File: config.mk
export PLATFORM = sky130hd
export DESIGN_NAME = negative_pixel_neighbor_mean_fix
export DESIGN_NICKNAME = d
export VERILOG_FILES = /design/src/npnm_pkg.sv /design/src/npnm_front.sv /design/src/npnm_queue.sv /design/src/npnm_back.sv /design/src/negative_pixel_neighbor_mean_fix.sv
export SDC_FILE = /design/constraint.sdc
export NUM_CORES = 2
export LEC_CHECK = 0
export ABC_CLOCK_PERIOD_IN_PS = 15800
export BUFFER_PORTS_ARGS = -buffer_cell sky130_fd_sc_hd__buf_2
export CAP_MARGIN = 5
export CORE_ASPECT_RATIO = 0.7
export CORE_MARGIN = 2
export CORE_UTILIZATION = 50
export DETAILED_ROUTE_END_ITERATION = 7
export HOLD_SLACK_MARGIN = 0.15
export PLACE_DENSITY = 0.69
export RECOVER_POWER = 25
export SLEW_MARGIN = 40
export SYNTH_ARGS = -nofsm -noshare
export SYNTH_HDL_FRONTEND = slang
export SYNTH_SLANG_ARGS = --single-unit
File: constraint.sdc
create_clock -name clk -period 15.8 [get_ports clk]
set_input_delay 2.37 -clock clk [delete_from_list [all_inputs] [get_ports clk]]
set_output_delay 2.37 -clock clk [all_outputs]
set_load 0.02 [all_outputs]
File: src/npnm_pkg.sv
// package for the negative pixel neighbor mean fix block
// types and constants used by the front, queue, back and top level
package npnm_pkg;
	localparam int DEF_MAX_WIDTH  = 64;
	localparam int DEF_PIXEL_BITS = 16;
	localparam int ROW_BITS = 12;
	localparam int COL_BITS = 6;
	localparam int WIDTH_REG_BITS = 7;
	localparam int HEIGHT_REG_BITS = 13;
	localparam logic [WIDTH_REG_BITS-1:0] RESET_WIDTH = 7'd5;
	localparam logic [HEIGHT_REG_BITS-1:0] RESET_HEIGHT = 13'd5;
	localparam logic [HEIGHT_REG_BITS-1:0] MAX_ROWS = 13'd4096;
	localparam int CFG_ADDR_BITS = 3;
	localparam logic [CFG_ADDR_BITS-1:0] ADDR_WIDTH = 3'd0;
	localparam logic [CFG_ADDR_BITS-1:0] ADDR_HEIGHT = 3'd4;
	localparam int QUEUE_DEPTH = 2;

	typedef enum logic [1:0] {
		BK_IDLE,
		BK_DIV,
		BK_EMIT
	} bk_state_t;
endpackage

File: src/npnm_front.sv
// front part: accepts pixels, keeps the line stores and window, classifies jobs
// depends on npnm_pkg
module npnm_front #(
	parameter int MAX_WIDTH = npnm_pkg::DEF_MAX_WIDTH,
	parameter int PIXEL_BITS = npnm_pkg::DEF_PIXEL_BITS
) (
	input  logic clk,
	input  logic arst_n,
	input  logic [npnm_pkg::WIDTH_REG_BITS-1:0] frame_width,
	input  logic [npnm_pkg::HEIGHT_REG_BITS-1:0] frame_height,
	input  logic in_valid,
	output logic in_ready,
	input  logic [PIXEL_BITS-1:0] in_pix,
	output logic job_valid,
	input  logic job_ready,
	output logic [9*PIXEL_BITS-1:0] job_win,
	output logic [npnm_pkg::ROW_BITS-1:0] job_row,
	output logic [npnm_pkg::COL_BITS-1:0] job_col,
	output logic [2:0] job_emit,   // center, right, input
	output logic job_interior
);
	import npnm_pkg::*;
	localparam int IDX_BITS = $clog2(MAX_WIDTH);
	localparam int WC_BITS = IDX_BITS + 1;

	logic [PIXEL_BITS-1:0] older_q [MAX_WIDTH];
	logic [PIXEL_BITS-1:0] prior_q [MAX_WIDTH];
	logic [PIXEL_BITS-1:0] win_q [9];
	logic [COL_BITS-1:0] col_q;
	logic [ROW_BITS-1:0] row_q;
	logic [PIXEL_BITS-1:0] pix_s1;
	logic [PIXEL_BITS-1:0] old_rd_s1, pri_rd_s1;
	logic [ROW_BITS-1:0] row_s1;
	logic [COL_BITS-1:0] col_s1;
	logic lc_s1, lr_s1, int_s1;
	logic busy_q;

	logic [WC_BITS-1:0] w_eff;
	logic [HEIGHT_REG_BITS-1:0] h_eff;
	logic [WC_BITS-1:0] c_eff;
	logic [IDX_BITS-1:0] idx;
	logic last_col, last_row, interior;
	logic acc;

	always_comb begin
		if (frame_width == '0) w_eff = WC_BITS'(1);
		else if (32'(frame_width) > MAX_WIDTH) w_eff = WC_BITS'(MAX_WIDTH);
		else w_eff = WC_BITS'(frame_width);
		if (frame_height == '0) h_eff = HEIGHT_REG_BITS'(1);
		else if (frame_height > MAX_ROWS) h_eff = MAX_ROWS;
		else h_eff = frame_height;
		if (32'(col_q) >= MAX_WIDTH) c_eff = WC_BITS'(MAX_WIDTH - 1);
		else c_eff = WC_BITS'(col_q);
		idx = c_eff[IDX_BITS-1:0];
		last_col = (c_eff + WC_BITS'(1)) >= w_eff;
		last_row = ({1'b0, row_q} + 13'd1) >= h_eff;
		interior = row_q >= 12'd2 && {1'b0, row_q} < h_eff && c_eff >= WC_BITS'(2)
			&& c_eff < w_eff;
	end

	// a pixel's store reads are registered on accept; the job is built from them once the job output is free
	assign in_ready = !busy_q;
	assign acc = in_valid && in_ready;

	always_ff @(posedge clk) begin
		if (acc) begin
			old_rd_s1 <= older_q[idx];
			pri_rd_s1 <= prior_q[idx];
			older_q[idx] <= prior_q[idx];
			prior_q[idx] <= in_pix;
			pix_s1 <= in_pix;
			row_s1 <= row_q;
			col_s1 <= COL_BITS'(c_eff);
			lc_s1 <= last_col;
			lr_s1 <= last_row;
			int_s1 <= interior;
		end
	end

	always_ff @(posedge clk or negedge arst_n) begin
		if (!arst_n) begin
			busy_q <= 1'b0;
			job_valid <= 1'b0;
			col_q <= '0;
			row_q <= '0;
			for (int i = 0; i < 9; i++) win_q[i] <= '0;
		end else begin
			// a new job replaces the taken one while busy, so only clear when idle
			if (job_valid && job_ready && !busy_q) job_valid <= 1'b0;
			if (acc) begin
				busy_q <= 1'b1;
				if (last_col) begin
					col_q <= '0;
					row_q <= last_row ? '0 : row_q + 12'd1;
				end else begin
					col_q <= COL_BITS'(c_eff + WC_BITS'(1));
				end
			end else if (busy_q && (!job_valid || job_ready)) begin
				busy_q <= 1'b0;
				for (int k = 0; k < 3; k++) begin
					win_q[3*k] <= win_q[3*k+1];
					win_q[3*k+1] <= win_q[3*k+2];
				end
				win_q[2] <= old_rd_s1;
				win_q[5] <= pri_rd_s1;
				win_q[8] <= pix_s1;
				job_valid <= 1'b1;
				job_row <= row_s1;
				job_col <= col_s1;
				job_interior <= int_s1;
				job_emit <= {lr_s1, row_s1 != '0 && lc_s1, row_s1 != '0 && col_s1 != '0};
				for (int k = 0; k < 9; k++) begin
					if (k == 2) job_win[k*PIXEL_BITS +: PIXEL_BITS] <= old_rd_s1;
					else if (k == 5) job_win[k*PIXEL_BITS +: PIXEL_BITS] <= pri_rd_s1;
					else if (k == 8) job_win[k*PIXEL_BITS +: PIXEL_BITS] <= pix_s1;
					else if (k % 3 == 2) job_win[k*PIXEL_BITS +: PIXEL_BITS] <= win_q[k];
					else job_win[k*PIXEL_BITS +: PIXEL_BITS] <= win_q[k+1];
				end
			end
		end
	end
endmodule

File: src/npnm_queue.sv
// short queue between the front and back parts
// depends on npnm_pkg for its depth
module npnm_queue #(
	parameter int DATA_BITS = 8
) (
	input  logic clk,
	input  logic arst_n,
	input  logic wr_valid,
	output logic wr_ready,
	input  logic [DATA_BITS-1:0] wr_data,
	output logic rd_valid,
	input  logic rd_ready,
	output logic [DATA_BITS-1:0] rd_data
);
	import npnm_pkg::*;
	logic [DATA_BITS-1:0] mem_q [QUEUE_DEPTH];
	logic wp_q, rp_q;
	logic [1:0] cnt_q;
	logic wr, rd;

	assign wr_ready = cnt_q != 2'(QUEUE_DEPTH);
	assign rd_valid = cnt_q != '0;
	assign rd_data = mem_q[rp_q];
	assign wr = wr_valid && wr_ready;
	assign rd = rd_valid && rd_ready;

	always_ff @(posedge clk) begin
		if (wr) mem_q[wp_q] <= wr_data;
	end

	always_ff @(posedge clk or negedge arst_n) begin
		if (!arst_n) begin
			wp_q <= 1'b0;
			rp_q <= 1'b0;
			cnt_q <= '0;
		end else begin
			if (wr) wp_q <= !wp_q;
			if (rd) rp_q <= !rp_q;
			cnt_q <= cnt_q + 2'(wr) - 2'(rd);
		end
	end
endmodule

File: src/npnm_back.sv
// back part: computes the neighbor mean and emits up to three results per job
// depends on npnm_pkg
module npnm_back #(
	parameter int PIXEL_BITS = npnm_pkg::DEF_PIXEL_BITS
) (
	input  logic clk,
	input  logic arst_n,
	input  logic job_valid,
	output logic job_ready,
	input  logic [9*PIXEL_BITS-1:0] job_win,
	input  logic [npnm_pkg::ROW_BITS-1:0] job_row,
	input  logic [npnm_pkg::COL_BITS-1:0] job_col,
	input  logic [2:0] job_emit,
	input  logic job_interior,
	output logic out_valid,
	input  logic out_ready,
	output logic [PIXEL_BITS-1:0] out_pix,
	output logic [npnm_pkg::ROW_BITS-1:0] out_row,
	output logic [npnm_pkg::COL_BITS-1:0] out_col,
	output logic out_rep,
	output logic out_last
);
	import npnm_pkg::*;
	localparam int SUM_BITS = PIXEL_BITS + 3;
	// reciprocal scale wide enough that the truncated product equals sum / count
	localparam int RSH = PIXEL_BITS + 6;
	localparam int RB = RSH + 1;
	localparam int PROD_BITS = SUM_BITS + RB;
	localparam logic [RB-1:0] R1 = RB'(64'd1 << RSH);
	localparam logic [RB-1:0] R2 = RB'(64'd1 << (RSH - 1));
	localparam logic [RB-1:0] R3 = RB'(((64'd1 << RSH) + 64'd2) / 64'd3);
	localparam logic [RB-1:0] R4 = RB'(64'd1 << (RSH - 2));
	localparam logic [RB-1:0] R5 = RB'(((64'd1 << RSH) + 64'd4) / 64'd5);
	localparam logic [RB-1:0] R6 = RB'(((64'd1 << RSH) + 64'd5) / 64'd6);
	localparam logic [RB-1:0] R7 = RB'(((64'd1 << RSH) + 64'd6) / 64'd7);
	localparam logic [RB-1:0] R8 = RB'(64'd1 << (RSH - 3));

	bk_state_t state_q, state_d;
	logic [PIXEL_BITS-1:0] ctr_q, rgt_q, inp_q;
	logic [ROW_BITS-1:0] row_q;
	logic [COL_BITS-1:0] col_q;
	logic [2:0] pend_q;
	logic [SUM_BITS-1:0] sum_s1;
	logic [3:0] cnt_s1;
	logic fix_s1;
	logic [PIXEL_BITS-1:0] mean_q;
	logic rep_q;

	logic [SUM_BITS-1:0] sum_c;
	logic [3:0] cnt_c;
	logic [RB-1:0] rcp;
	logic [PROD_BITS-1:0] prod;
	logic [2:0] pend_n;
	logic take, slot_free;

	always_comb begin
		sum_c = '0;
		cnt_c = '0;
		for (int k = 0; k < 9; k++) begin
			if (!job_win[k*PIXEL_BITS+PIXEL_BITS-1] && job_win[k*PIXEL_BITS +: PIXEL_BITS] != '0)
			begin
				sum_c = sum_c + SUM_BITS'(job_win[k*PIXEL_BITS +: PIXEL_BITS]);
				cnt_c = cnt_c + 4'd1;
			end
		end
		// reciprocal of count 1..8, rounded up
		case (cnt_s1)
			4'd1: rcp = R1;
			4'd2: rcp = R2;
			4'd3: rcp = R3;
			4'd4: rcp = R4;
			4'd5: rcp = R5;
			4'd6: rcp = R6;
			4'd7: rcp = R7;
			4'd8: rcp = R8;
			default: rcp = '0;
		endcase
		prod = PROD_BITS'(sum_s1) * PROD_BITS'(rcp);
	end

	assign slot_free = !out_valid || out_ready;

	always_comb begin
		state_d = state_q;
		job_ready = 1'b0;
		take = 1'b0;
		pend_n = pend_q;
		case (state_q)
			BK_IDLE: begin
				job_ready = 1'b1;
				if (job_valid) state_d = BK_DIV;
			end
			BK_DIV: state_d = BK_EMIT;
			BK_EMIT: begin
				if (pend_q == '0) state_d = BK_IDLE;
				else if (slot_free) begin
					take = 1'b1;
					if (pend_q[0]) pend_n = {pend_q[2:1], 1'b0};
					else if (pend_q[1]) pend_n = {pend_q[2], 2'b00};
					else pend_n = '0;
					if (pend_n == '0) state_d = BK_IDLE;
				end
			end
			default: state_d = BK_IDLE;
		endcase
	end

	always_ff @(posedge clk) begin
		if (state_q == BK_IDLE && job_valid) begin
			ctr_q <= job_win[4*PIXEL_BITS +: PIXEL_BITS];
			rgt_q <= job_win[5*PIXEL_BITS +: PIXEL_BITS];
			inp_q <= job_win[8*PIXEL_BITS +: PIXEL_BITS];
			row_q <= job_row;
			col_q <= job_col;
			sum_s1 <= sum_c;
			cnt_s1 <= cnt_c;
			fix_s1 <= job_interior && job_win[5*PIXEL_BITS-1] && cnt_c != '0;
		end
		if (state_q == BK_DIV) begin
			mean_q <= fix_s1 ? PIXEL_BITS'(prod >> RSH) : ctr_q;
			rep_q <= fix_s1;
		end
		if (take) begin
			out_last <= pend_n == '0;
			if (pend_q[0]) begin
				out_pix <= mean_q;
				out_row <= row_q - 12'd1;
				out_col <= col_q - 6'd1;
				out_rep <= rep_q;
			end else if (pend_q[1]) begin
				out_pix <= rgt_q;
				out_row <= row_q - 12'd1;
				out_col <= col_q;
				out_rep <= 1'b0;
			end else begin
				out_pix <= inp_q;
				out_row <= row_q;
				out_col <= col_q;
				out_rep <= 1'b0;
			end
		end
	end

	always_ff @(posedge clk or negedge arst_n) begin
		if (!arst_n) begin
			state_q <= BK_IDLE;
			pend_q <= '0;
			out_valid <= 1'b0;
		end else begin
			state_q <= state_d;
			if (state_q == BK_IDLE && job_valid) pend_q <= job_emit;
			else pend_q <= pend_n;
			if (take) out_valid <= 1'b1;
			else if (out_ready) out_valid <= 1'b0;
		end
	end
endmodule

File: src/negative_pixel_neighbor_mean_fix.sv
// top level: 3x3 neighbor mean fix of negative interior pixels
// front: takes a new pixel only after the previous one's job is built (line store read and write);
//   back: takes a new job only after all results of the previous one are emitted
// reset: arst_n clears counters, queue and handshakes; line stores stay unset
// registers reset to width 5 and height 5
module negative_pixel_neighbor_mean_fix #(
	parameter int MAX_WIDTH = npnm_pkg::DEF_MAX_WIDTH,
	parameter int PIXEL_BITS = npnm_pkg::DEF_PIXEL_BITS
) (
	input  logic clk,
	input  logic arst_n,
	input  logic psel,
	input  logic penable,
	input  logic pwrite,
	input  logic [npnm_pkg::CFG_ADDR_BITS-1:0] paddr,
	input  logic [31:0] pwdata,
	output logic [31:0] prdata,
	output logic pready,
	input  logic s_axis_tvalid,
	output logic s_axis_tready,
	input  logic [PIXEL_BITS-1:0] s_axis_tdata,   // pixel_in
	output logic m_axis_tvalid,
	input  logic m_axis_tready,
	output logic [((PIXEL_BITS+18+7)/8)*8-1:0] m_axis_tdata, // pixel_out, out_row, out_col
	output logic m_axis_tuser,   // was_replaced
	output logic m_axis_tlast    // run_last
);
	import npnm_pkg::*;
	localparam int JOB_BITS = 9*PIXEL_BITS + ROW_BITS + COL_BITS + 4;
	localparam int TD_BITS = ((PIXEL_BITS+18+7)/8)*8;

	logic [WIDTH_REG_BITS-1:0] width_q;
	logic [HEIGHT_REG_BITS-1:0] height_q;

	// configuration writes on the access phase
	assign pready = 1'b1;
	always_ff @(posedge clk or negedge arst_n) begin
		if (!arst_n) begin
			width_q <= RESET_WIDTH;
			height_q <= RESET_HEIGHT;
		end else if (psel && penable && pwrite) begin
			if (paddr == ADDR_WIDTH) width_q <= pwdata[WIDTH_REG_BITS-1:0];
			else if (paddr == ADDR_HEIGHT) height_q <= pwdata[HEIGHT_REG_BITS-1:0];
		end
	end
	always_comb begin
		prdata = '0;
		if (paddr == ADDR_WIDTH) prdata = 32'(width_q);
		else if (paddr == ADDR_HEIGHT) prdata = 32'(height_q);
	end

	logic f_valid, f_ready, b_valid, b_ready;
	logic [JOB_BITS-1:0] f_job, b_job;
	logic [9*PIXEL_BITS-1:0] f_win;
	logic [ROW_BITS-1:0] f_row;
	logic [COL_BITS-1:0] f_col;
	logic [2:0] f_emit;
	logic f_int;
	logic [PIXEL_BITS-1:0] o_pix;
	logic [ROW_BITS-1:0] o_row;
	logic [COL_BITS-1:0] o_col;

	npnm_front #(.MAX_WIDTH(MAX_WIDTH), .PIXEL_BITS(PIXEL_BITS)) u_front (
		.clk, .arst_n, .frame_width(width_q), .frame_height(height_q),
		.in_valid(s_axis_tvalid), .in_ready(s_axis_tready), .in_pix(s_axis_tdata),
		.job_valid(f_valid), .job_ready(f_ready), .job_win(f_win), .job_row(f_row),
		.job_col(f_col), .job_emit(f_emit), .job_interior(f_int)
	);

	assign f_job = {f_int, f_emit, f_col, f_row, f_win};

	// jobs wait here so the front keeps taking pixels while results drain
	npnm_queue #(.DATA_BITS(JOB_BITS)) u_queue (
		.clk, .arst_n, .wr_valid(f_valid), .wr_ready(f_ready), .wr_data(f_job),
		.rd_valid(b_valid), .rd_ready(b_ready), .rd_data(b_job)
	);

	npnm_back #(.PIXEL_BITS(PIXEL_BITS)) u_back (
		.clk, .arst_n, .job_valid(b_valid), .job_ready(b_ready),
		.job_win(b_job[9*PIXEL_BITS-1:0]),
		.job_row(b_job[9*PIXEL_BITS +: ROW_BITS]),
		.job_col(b_job[9*PIXEL_BITS+ROW_BITS +: COL_BITS]),
		.job_emit(b_job[9*PIXEL_BITS+ROW_BITS+COL_BITS +: 3]),
		.job_interior(b_job[JOB_BITS-1]),
		.out_valid(m_axis_tvalid), .out_ready(m_axis_tready), .out_pix(o_pix),
		.out_row(o_row), .out_col(o_col), .out_rep(m_axis_tuser), .out_last(m_axis_tlast)
	);

	assign m_axis_tdata = TD_BITS'({o_col, o_row, o_pix});
endmodule

# Word level (Yosys, flattened, before mapping)
# Memory sizes are Yosys's and may differ from the RTL's. A register that Yosys moved wholly into a read port is not among the register bits.
# Index checks and enable logic that the tools add are counted.
op_classes:
  eq_ne: 7
  mul: 1
  n_addsub: 23
  reduce_logical: 68
  muxes: 62
  n_lt_le_gt_ge: 8
  n_bitwise: 2
op_table:
  columns: ["operator", "count"]
  rows:
  - ["2-to-1 mux 19 bit", 8]
  - ["nonzero test 16 bit", 9]
  - ["adder 19 x 16 -> 19 bit", 7]
  - ["2-to-1 mux 16 bit", 4]
  - ["2-to-1 mux 13 bit", 4]
  - ["multiplier 19 x 23 -> 38 bit", 1]
  - ["2-to-1 mux 12 bit", 3]
  - ["2-to-1 mux 4 bit", 9]
  - ["adder 4 x 1 -> 4 bit (second input constant)", 7]
  - ["2-to-1 mux 3 bit", 9]
  - ["logical AND 1 bit", 24]
  - ["adder 16 x 16 -> 17 bit", 1]
  - ["2-to-1 mux 1 bit", 16]
  - ["zero test 1 bit", 14]
  - ["2-to-1 mux 7 bit", 2]
  - ["adder 12 x 1 -> 13 bit (second input constant)", 1]
  - [">= comparator 13 bit", 1]
  - ["greater-than comparator 13 bit (second input constant)", 1]
  - ["zero test 13 bit", 1]
  - ["< comparator 12 x 13 -> 1 bit", 1]
  - ["adder 12 x 1 -> 12 bit (second input constant)", 1]
  - [">= comparator 12 x 2 -> 1 bit (second input constant)", 1]
  - ["zero test 3 bit", 4]
  - ["2-to-1 mux 6 bit", 2]
  - ["28 further kinds", 40]
word_totals:
  mem_bits_ro: 368
  in_bits: 58
  output_inout_bits: 77
  regBits: 508
  mem_count: 4
  elab_cells: 220
  ram_bits: 2380
mem_list:
  columns: ["name", "depth", "width", "read_ports", "rd_ports_with_merged_regs", "wr", "line_no", "rtl"]
  rows:
  - ["u_front.older_q", 64, 16, 1, 1, 1, "npnm_front.sv:26", "logic [PIXEL_BITS-1:0] older_q [MAX_WIDTH];"]
  - ["u_front.prior_q", 64, 16, 1, 0, 1, "npnm_front.sv:27", "logic [PIXEL_BITS-1:0] prior_q [MAX_WIDTH];"]
  - ["(no name shown)", 16, 23, 1, 1, 0, "npnm_back.sv:67", "case (cnt_s1)"]
  - ["u_queue.mem_q", 2, 166, 1, 0, 1, "npnm_queue.sv:16", "logic [DATA_BITS-1:0] mem_q [QUEUE_DEPTH];"]

# Logic depth before layout (Yosys ltp)
# An unclocked memory read counts as a cell.
depth:
  ltp_word: 22
  mapped_depth: 73
  depth_no_buf: 67

# By module
# A second synthesis with hierarchy kept.
hier_totals:
  cells_unflattened: 8179
  hier_area_um2: 130387.6
modules_own_cells:
  columns: ["module", "n_inst", "area_per_inst_um2", "seq_area_each_um2", "cells_per_inst"]
  rows:
  - ["npnm_front", 1, 91341.4, 71458.5, 4856]
  - ["npnm_back", 1, 25585.8, 4704.5, 2686]
  - ["npnm_queue", 1, 12299.3, 10069.7, 539]
  - ["negative_pixel_neighbor_mean_fix", 1, 1161.1, 505.5, 98]

# Worst setup path before layout
# Ideal clock, no wire load.
synth_timing:
  path_kind: "register -> register"
  from: "register u_queue.rp_q"
  to: "register u_back.sum_s1[18], data pin"
  setup_time_ns: 0.269
  arrival_time_ns: 12.008
  path_buffers: 10
  slack_ns: 3.523
  path_stages_with_launch: 68
  period_less_slack_ns: 12.277
  t_required_ns: 15.531
  cell_sequence: "dfrtp_1 -> buf_2 -> buf_6 -> buf_6 -> buf_4 -> buf_6 -> buf_2 -> buf_2 -> buf_2 -> buf_2 -> clkbuf_1 -> mux2_2 -> ha_1 -> nor2b_1 -> o21ai_0 -> nand2_1 -> nor2_1 -> nor2_1 -> (+32 left out) -> o31a_1 -> inv_1 -> ha_1 -> nand3_1 -> o31a_1 -> nor2b_1 -> xnor2_1 -> mux2_2 -> ha_1 -> or3_1 -> o211a_1 -> o21ai_0 -> nand2b_1 -> a211oi_1 -> nor2_1 -> and4_1 -> o31ai_1 -> xor2_1"
synth_via:
  elab_chain_cells: 20
  word_cells_on_any_way: 45
  classes_between: "8 x add/sub; 9 x mux; 27 x reduce/logical; 1 x memory"
synth_rtl:
  columns: ["element", "line_no", "rtl"]
  rows:
  - ["start, declared", "npnm_queue.sv:17", "logic wp_q, rp_q;"]
  - ["start signal, assigned", "npnm_queue.sv:38", "if (rd) rp_q <= !rp_q;"]
  - ["memory (2 x 166 bit) (*)", null, null]
  - ["nonzero test 16 bit / zero test 1 bit (equally long branches)", "npnm_back.sv:60", "if (!job_win[k*PIXEL_BITS+PIXEL_BITS-1] && job_win[k*PIXEL_BITS +: PIXEL_BITS] != '0)"]
  - ["logical AND 1 bit", "npnm_back.sv:60", null]
  - ["2-to-1 mux 16 bit", "npnm_back.sv:60", null]
  - ["adder 16 x 16 -> 17 bit", "npnm_back.sv:62", "sum_c = sum_c + SUM_BITS'(job_win[k*PIXEL_BITS +: PIXEL_BITS]);"]
  - ["2-to-1 mux 19 bit", "npnm_back.sv:60", null]
  - ["adder 19 x 16 -> 19 bit", "npnm_back.sv:62", null]
  - ["2-to-1 mux 19 bit", "npnm_back.sv:60", null]
  - ["(+5 left out)", null, null]
  - ["2-to-1 mux 19 bit", "npnm_back.sv:60", null]
  - ["adder 19 x 16 -> 19 bit", "npnm_back.sv:62", null]
  - ["2-to-1 mux 19 bit", "npnm_back.sv:60", null]
  - ["adder 19 x 16 -> 19 bit", "npnm_back.sv:62", null]
  - ["2-to-1 mux 19 bit", "npnm_back.sv:60", null]
  - ["adder 19 x 16 -> 19 bit", "npnm_back.sv:62", null]
  - ["2-to-1 mux 19 bit (*)", "npnm_back.sv:60", null]
  - ["via u_back.sum_c[18]", "npnm_back.sv:49", "logic [SUM_BITS-1:0] sum_c;"]
  - ["end signal, assigned", "npnm_back.sv:115", "sum_s1 <= sum_c;"]
  - ["end, declared", "npnm_back.sv:43", "logic [SUM_BITS-1:0] sum_s1;"]
# Mark *: on every way through the listed nets, which the timed path passes. The rest lies on a longest branch.
# A chain may end at the register's enable or synchronous reset.

# Worst setup path after layout
# Same ends and word-level chain as after synthesis.

==> out/qor.txt <==
status: finished with violations
failing checks: max-capacitance violations, max-slew violations
Fmax achieved: 0.0701 GHz
commonest non-fill, non-tap cell in the layout: edfxtp_1
CP max-delay cell: dfrtp_4
Compound-Gate Fraction of Synth Area: 0.104
layout cells sized above 1: 0.138
crit share post-route: 0.903
Synth Area in Adders: 0.0832
synthesized instance count: 7,961
Mapped Avg Cell Area: 15.8 sq um
maximum capacitance violations: 23
Die Y: 423 um
Seq cells post-synth: 2,917
crit path kind: reg2reg
Ports: 135
Clock transition at path regs: 60 ps
CTS tree: yes
Post-synth EDFFs: 2,758
H-tree Lvls: 5
Initial Util: 0.504
mapped cell area: 125,000 sq um
DP HPWL: 218,000 um
ys flop type: edfxtp_1
min Tclk post-route: 14,270 ps
DRT iter0 DRCs: 10,865
Data required, critical path: 16,350 ps
Avg Vias per Cell: 6.34
skew final: 101 ps
crit path max fanout: 49
Clock Root Buffer: clkbuf_16
Inserted Clock Buffers: 278
DRC Markers: 0
Worst-Margin Slew: 3950 ps
Pre-Repair DR Iteration Count: 6
Synth Area in Simple Gates: 0.0459
GP Congestion: 0.906
CP startpoint kind: register
Detailed Route WL: 352,000 um
M1 wire length: 146,000 um
placed instance count: 11,201
width of the die: 603 um
normalized max-slew margin: -1.63
cts repair resizes: 0
CTS Buffer Depth: 4
synth warn: 0
Skew-Pair Late Insertion Delay: 890 ps
die area: 255,000 sq um
Slew Viols, Final: 1,253
largest net degree at the start of global routing: 109
Final Hold Fails: 0
Hold Buf Count CTS: 0
row cnt: 153
largest family of logic cells by synthesized area: compound AO/OA/AOI/OAI gates
sequential fraction of the synthesis area: 0.691
Vias: 74,108
DR WL met2: 150,000 um
Clock Sinks: 2,917
Post-Layout Cell Count: 11,691
area delta synth->final: 11.3%
Buf/Inv on CP: 2
Synth Area in XOR/XNOR: 0.0119
Crit path top cell by count: ha_1
number of I/O port buffers: 89
most frequent cells in the layout: 2,758 x edfxtp_1, 769 x a22oi_1, 505 x inv_1, 340 x fa_1, 332 x mux2_2
number of global-route vias before repair: 71,493
CP delay by family, top: compound AO/OA/AOI/OAI gates
Core Footprint: 249,000 sq um
detailed-route wire length per cell: 30.1 um
post-synthesis mux area share: 0.0347
GRT overflow: 0
RSZ-0062 raised after global routing: false
GRT Resource Usage Total: 0.273
asr flop ratio synth: 0.0501
initial antenna violation count: 15
Final nets: 8,837
first-pass GRT wire length: 506,000 um
HP Class: reg2reg
Fin Setup TNS: 0 ps
Crit. End Element: register
met3 WL: 45,700 um
Post-CTS Setup Inserts: 0
CP max stage delay: 850 ps
Arr. time, crit path: 14,820 ps
Final Setup Violations: 0
unique cell type count in the Yosys netlist: 88
Antenna Nets Post-Route: 0
top sig layer: met5
kinds of logic after synthesis:
kind of cell,count (synthesis)
and+or+nand+nor,1147
buffers and inverters,912
muxes,393
adders and majority gates,631
xor gates and xnor gates,164
other,2
DFF,2917
AOI/OAI and AO/OA,1795
cell type report:
class,instances,area [sq um]
Multi-Input combinational cell,4156,36000
Antenna cell,2,5.00
Clock buffer,347,7450
Timing Repair Buffer,289,2040
Inverter,508,1910
Tap cell,3332,4170
Fill cell,19010,109000
Clock inverter,140,1300
Sequential cell,2917,86800
sequential cells by signal, indices dropped and copies added, names as in the netlist, 19 cells and up:
name	flops
u_back.sum_s1	19
u_front.job_win	144
u_front.older_q	1024
u_front.prior_q	1024
u_front.win_q	96
u_queue.mem_q	332
Yosys cell counts (7+ instances only):
| cell | n | area, sq um |
|---|---|---|
| a21o_1 | 49 | 368 |
| nor2b_1 | 37 | 231 |
| and3_1 | 25 | 156 |
| xnor2_1 | 109 | 955 |
| o31ai_1 | 22 | 165 |
| a31oi_1 | 143 | 895 |
| nand3b_1 | 8 | 60.1 |
| or3_1 | 17 | 106 |
| inv_1 | 507 | 1900 |
| nand3_1 | 85 | 425 |
| o21a_1 | 40 | 300 |
| xor2_1 | 51 | 447 |
| o22ai_1 | 7 | 43.8 |
| a211o_1 | 10 | 87.6 |
| dfrtp_1 | 142 | 3550 |
| dfxtp_1 | 13 | 260 |
| a211oi_1 | 19 | 143 |
| buf_2 | 11 | 55.1 |
| nor4_1 | 88 | 551 |
| a21oi_1 | 184 | 921 |
| a41oi_1 | 74 | 648 |
| nand2b_1 | 28 | 175 |
| mux2i_1 | 60 | 601 |
| a22oi_1 | 769 | 5770 |
| a21boi_0 | 8 | 60.1 |
| o21ai_0 | 125 | 626 |
| o21bai_1 | 8 | 60.1 |
| nand2_1 | 290 | 1090 |
| nor2_1 | 242 | 908 |
| nor3b_1 | 14 | 105 |
| mux2_2 | 332 | 3740 |
| buf_1 | 73 | 274 |
| a22o_1 | 136 | 1190 |
| fa_1 | 340 | 6810 |
| o211ai_1 | 13 | 97.6 |
| clkbuf_1 | 286 | 1070 |
| and2_1 | 150 | 938 |
| a221oi_1 | 132 | 1160 |
| nor3_1 | 53 | 265 |
| ha_1 | 289 | 3620 |
| buf_4 | 29 | 218 |
| edfxtp_1 | 2758 | 82800 |
| nand4_1 | 77 | 482 |
| or2_2 | 9 | 56.3 |
per-stage QoR:
stage	hold WS [ps]	cell area, sq um	setup slack [ps]	util
finish	427	140000	1530	0.561
global route	440	140000	275	0.561
CTS	425	140000	1730	0.561
detailed placement	410	131000	1780	0.526
global placement	405	131000	1930	0.525
floorplan	400	126000	3520	-
metal layers:
layer / up-vias / track usage
met5: - / 0
met4: 10 / 0.0750
met3: 639 / 0.0706
met2: 4753 / 0.390
met1: 37478 / 0.413
li1: 31228 / -
path summary, 6_finish.rpt:
| kind | cells after the start | slack (ps) | endpoint | startpoint |
|---|---|---|---|---|
| min in group asynchronous | 1 | 2030 | u_front.win_q[126] | arst_n |
| max in group asynchronous | 3 | 10920 | height_q[10] | arst_n |
| hold reg to reg | 0 | 430 | u_front.job_interior | u_front.int_s1 |
| hold / removal | 0 | 430 | u_front.job_interior | u_front.int_s1 |
| setup / recovery | 61 | 1530 | u_back.sum_s1[18] | u_queue.rp_q |
| setup reg to reg | 61 | 1530 | u_back.sum_s1[18] | u_queue.rp_q |
Power is not shown: default switching activity piles up to over one toggle a cycle in this logic, so the estimate is an artifact.
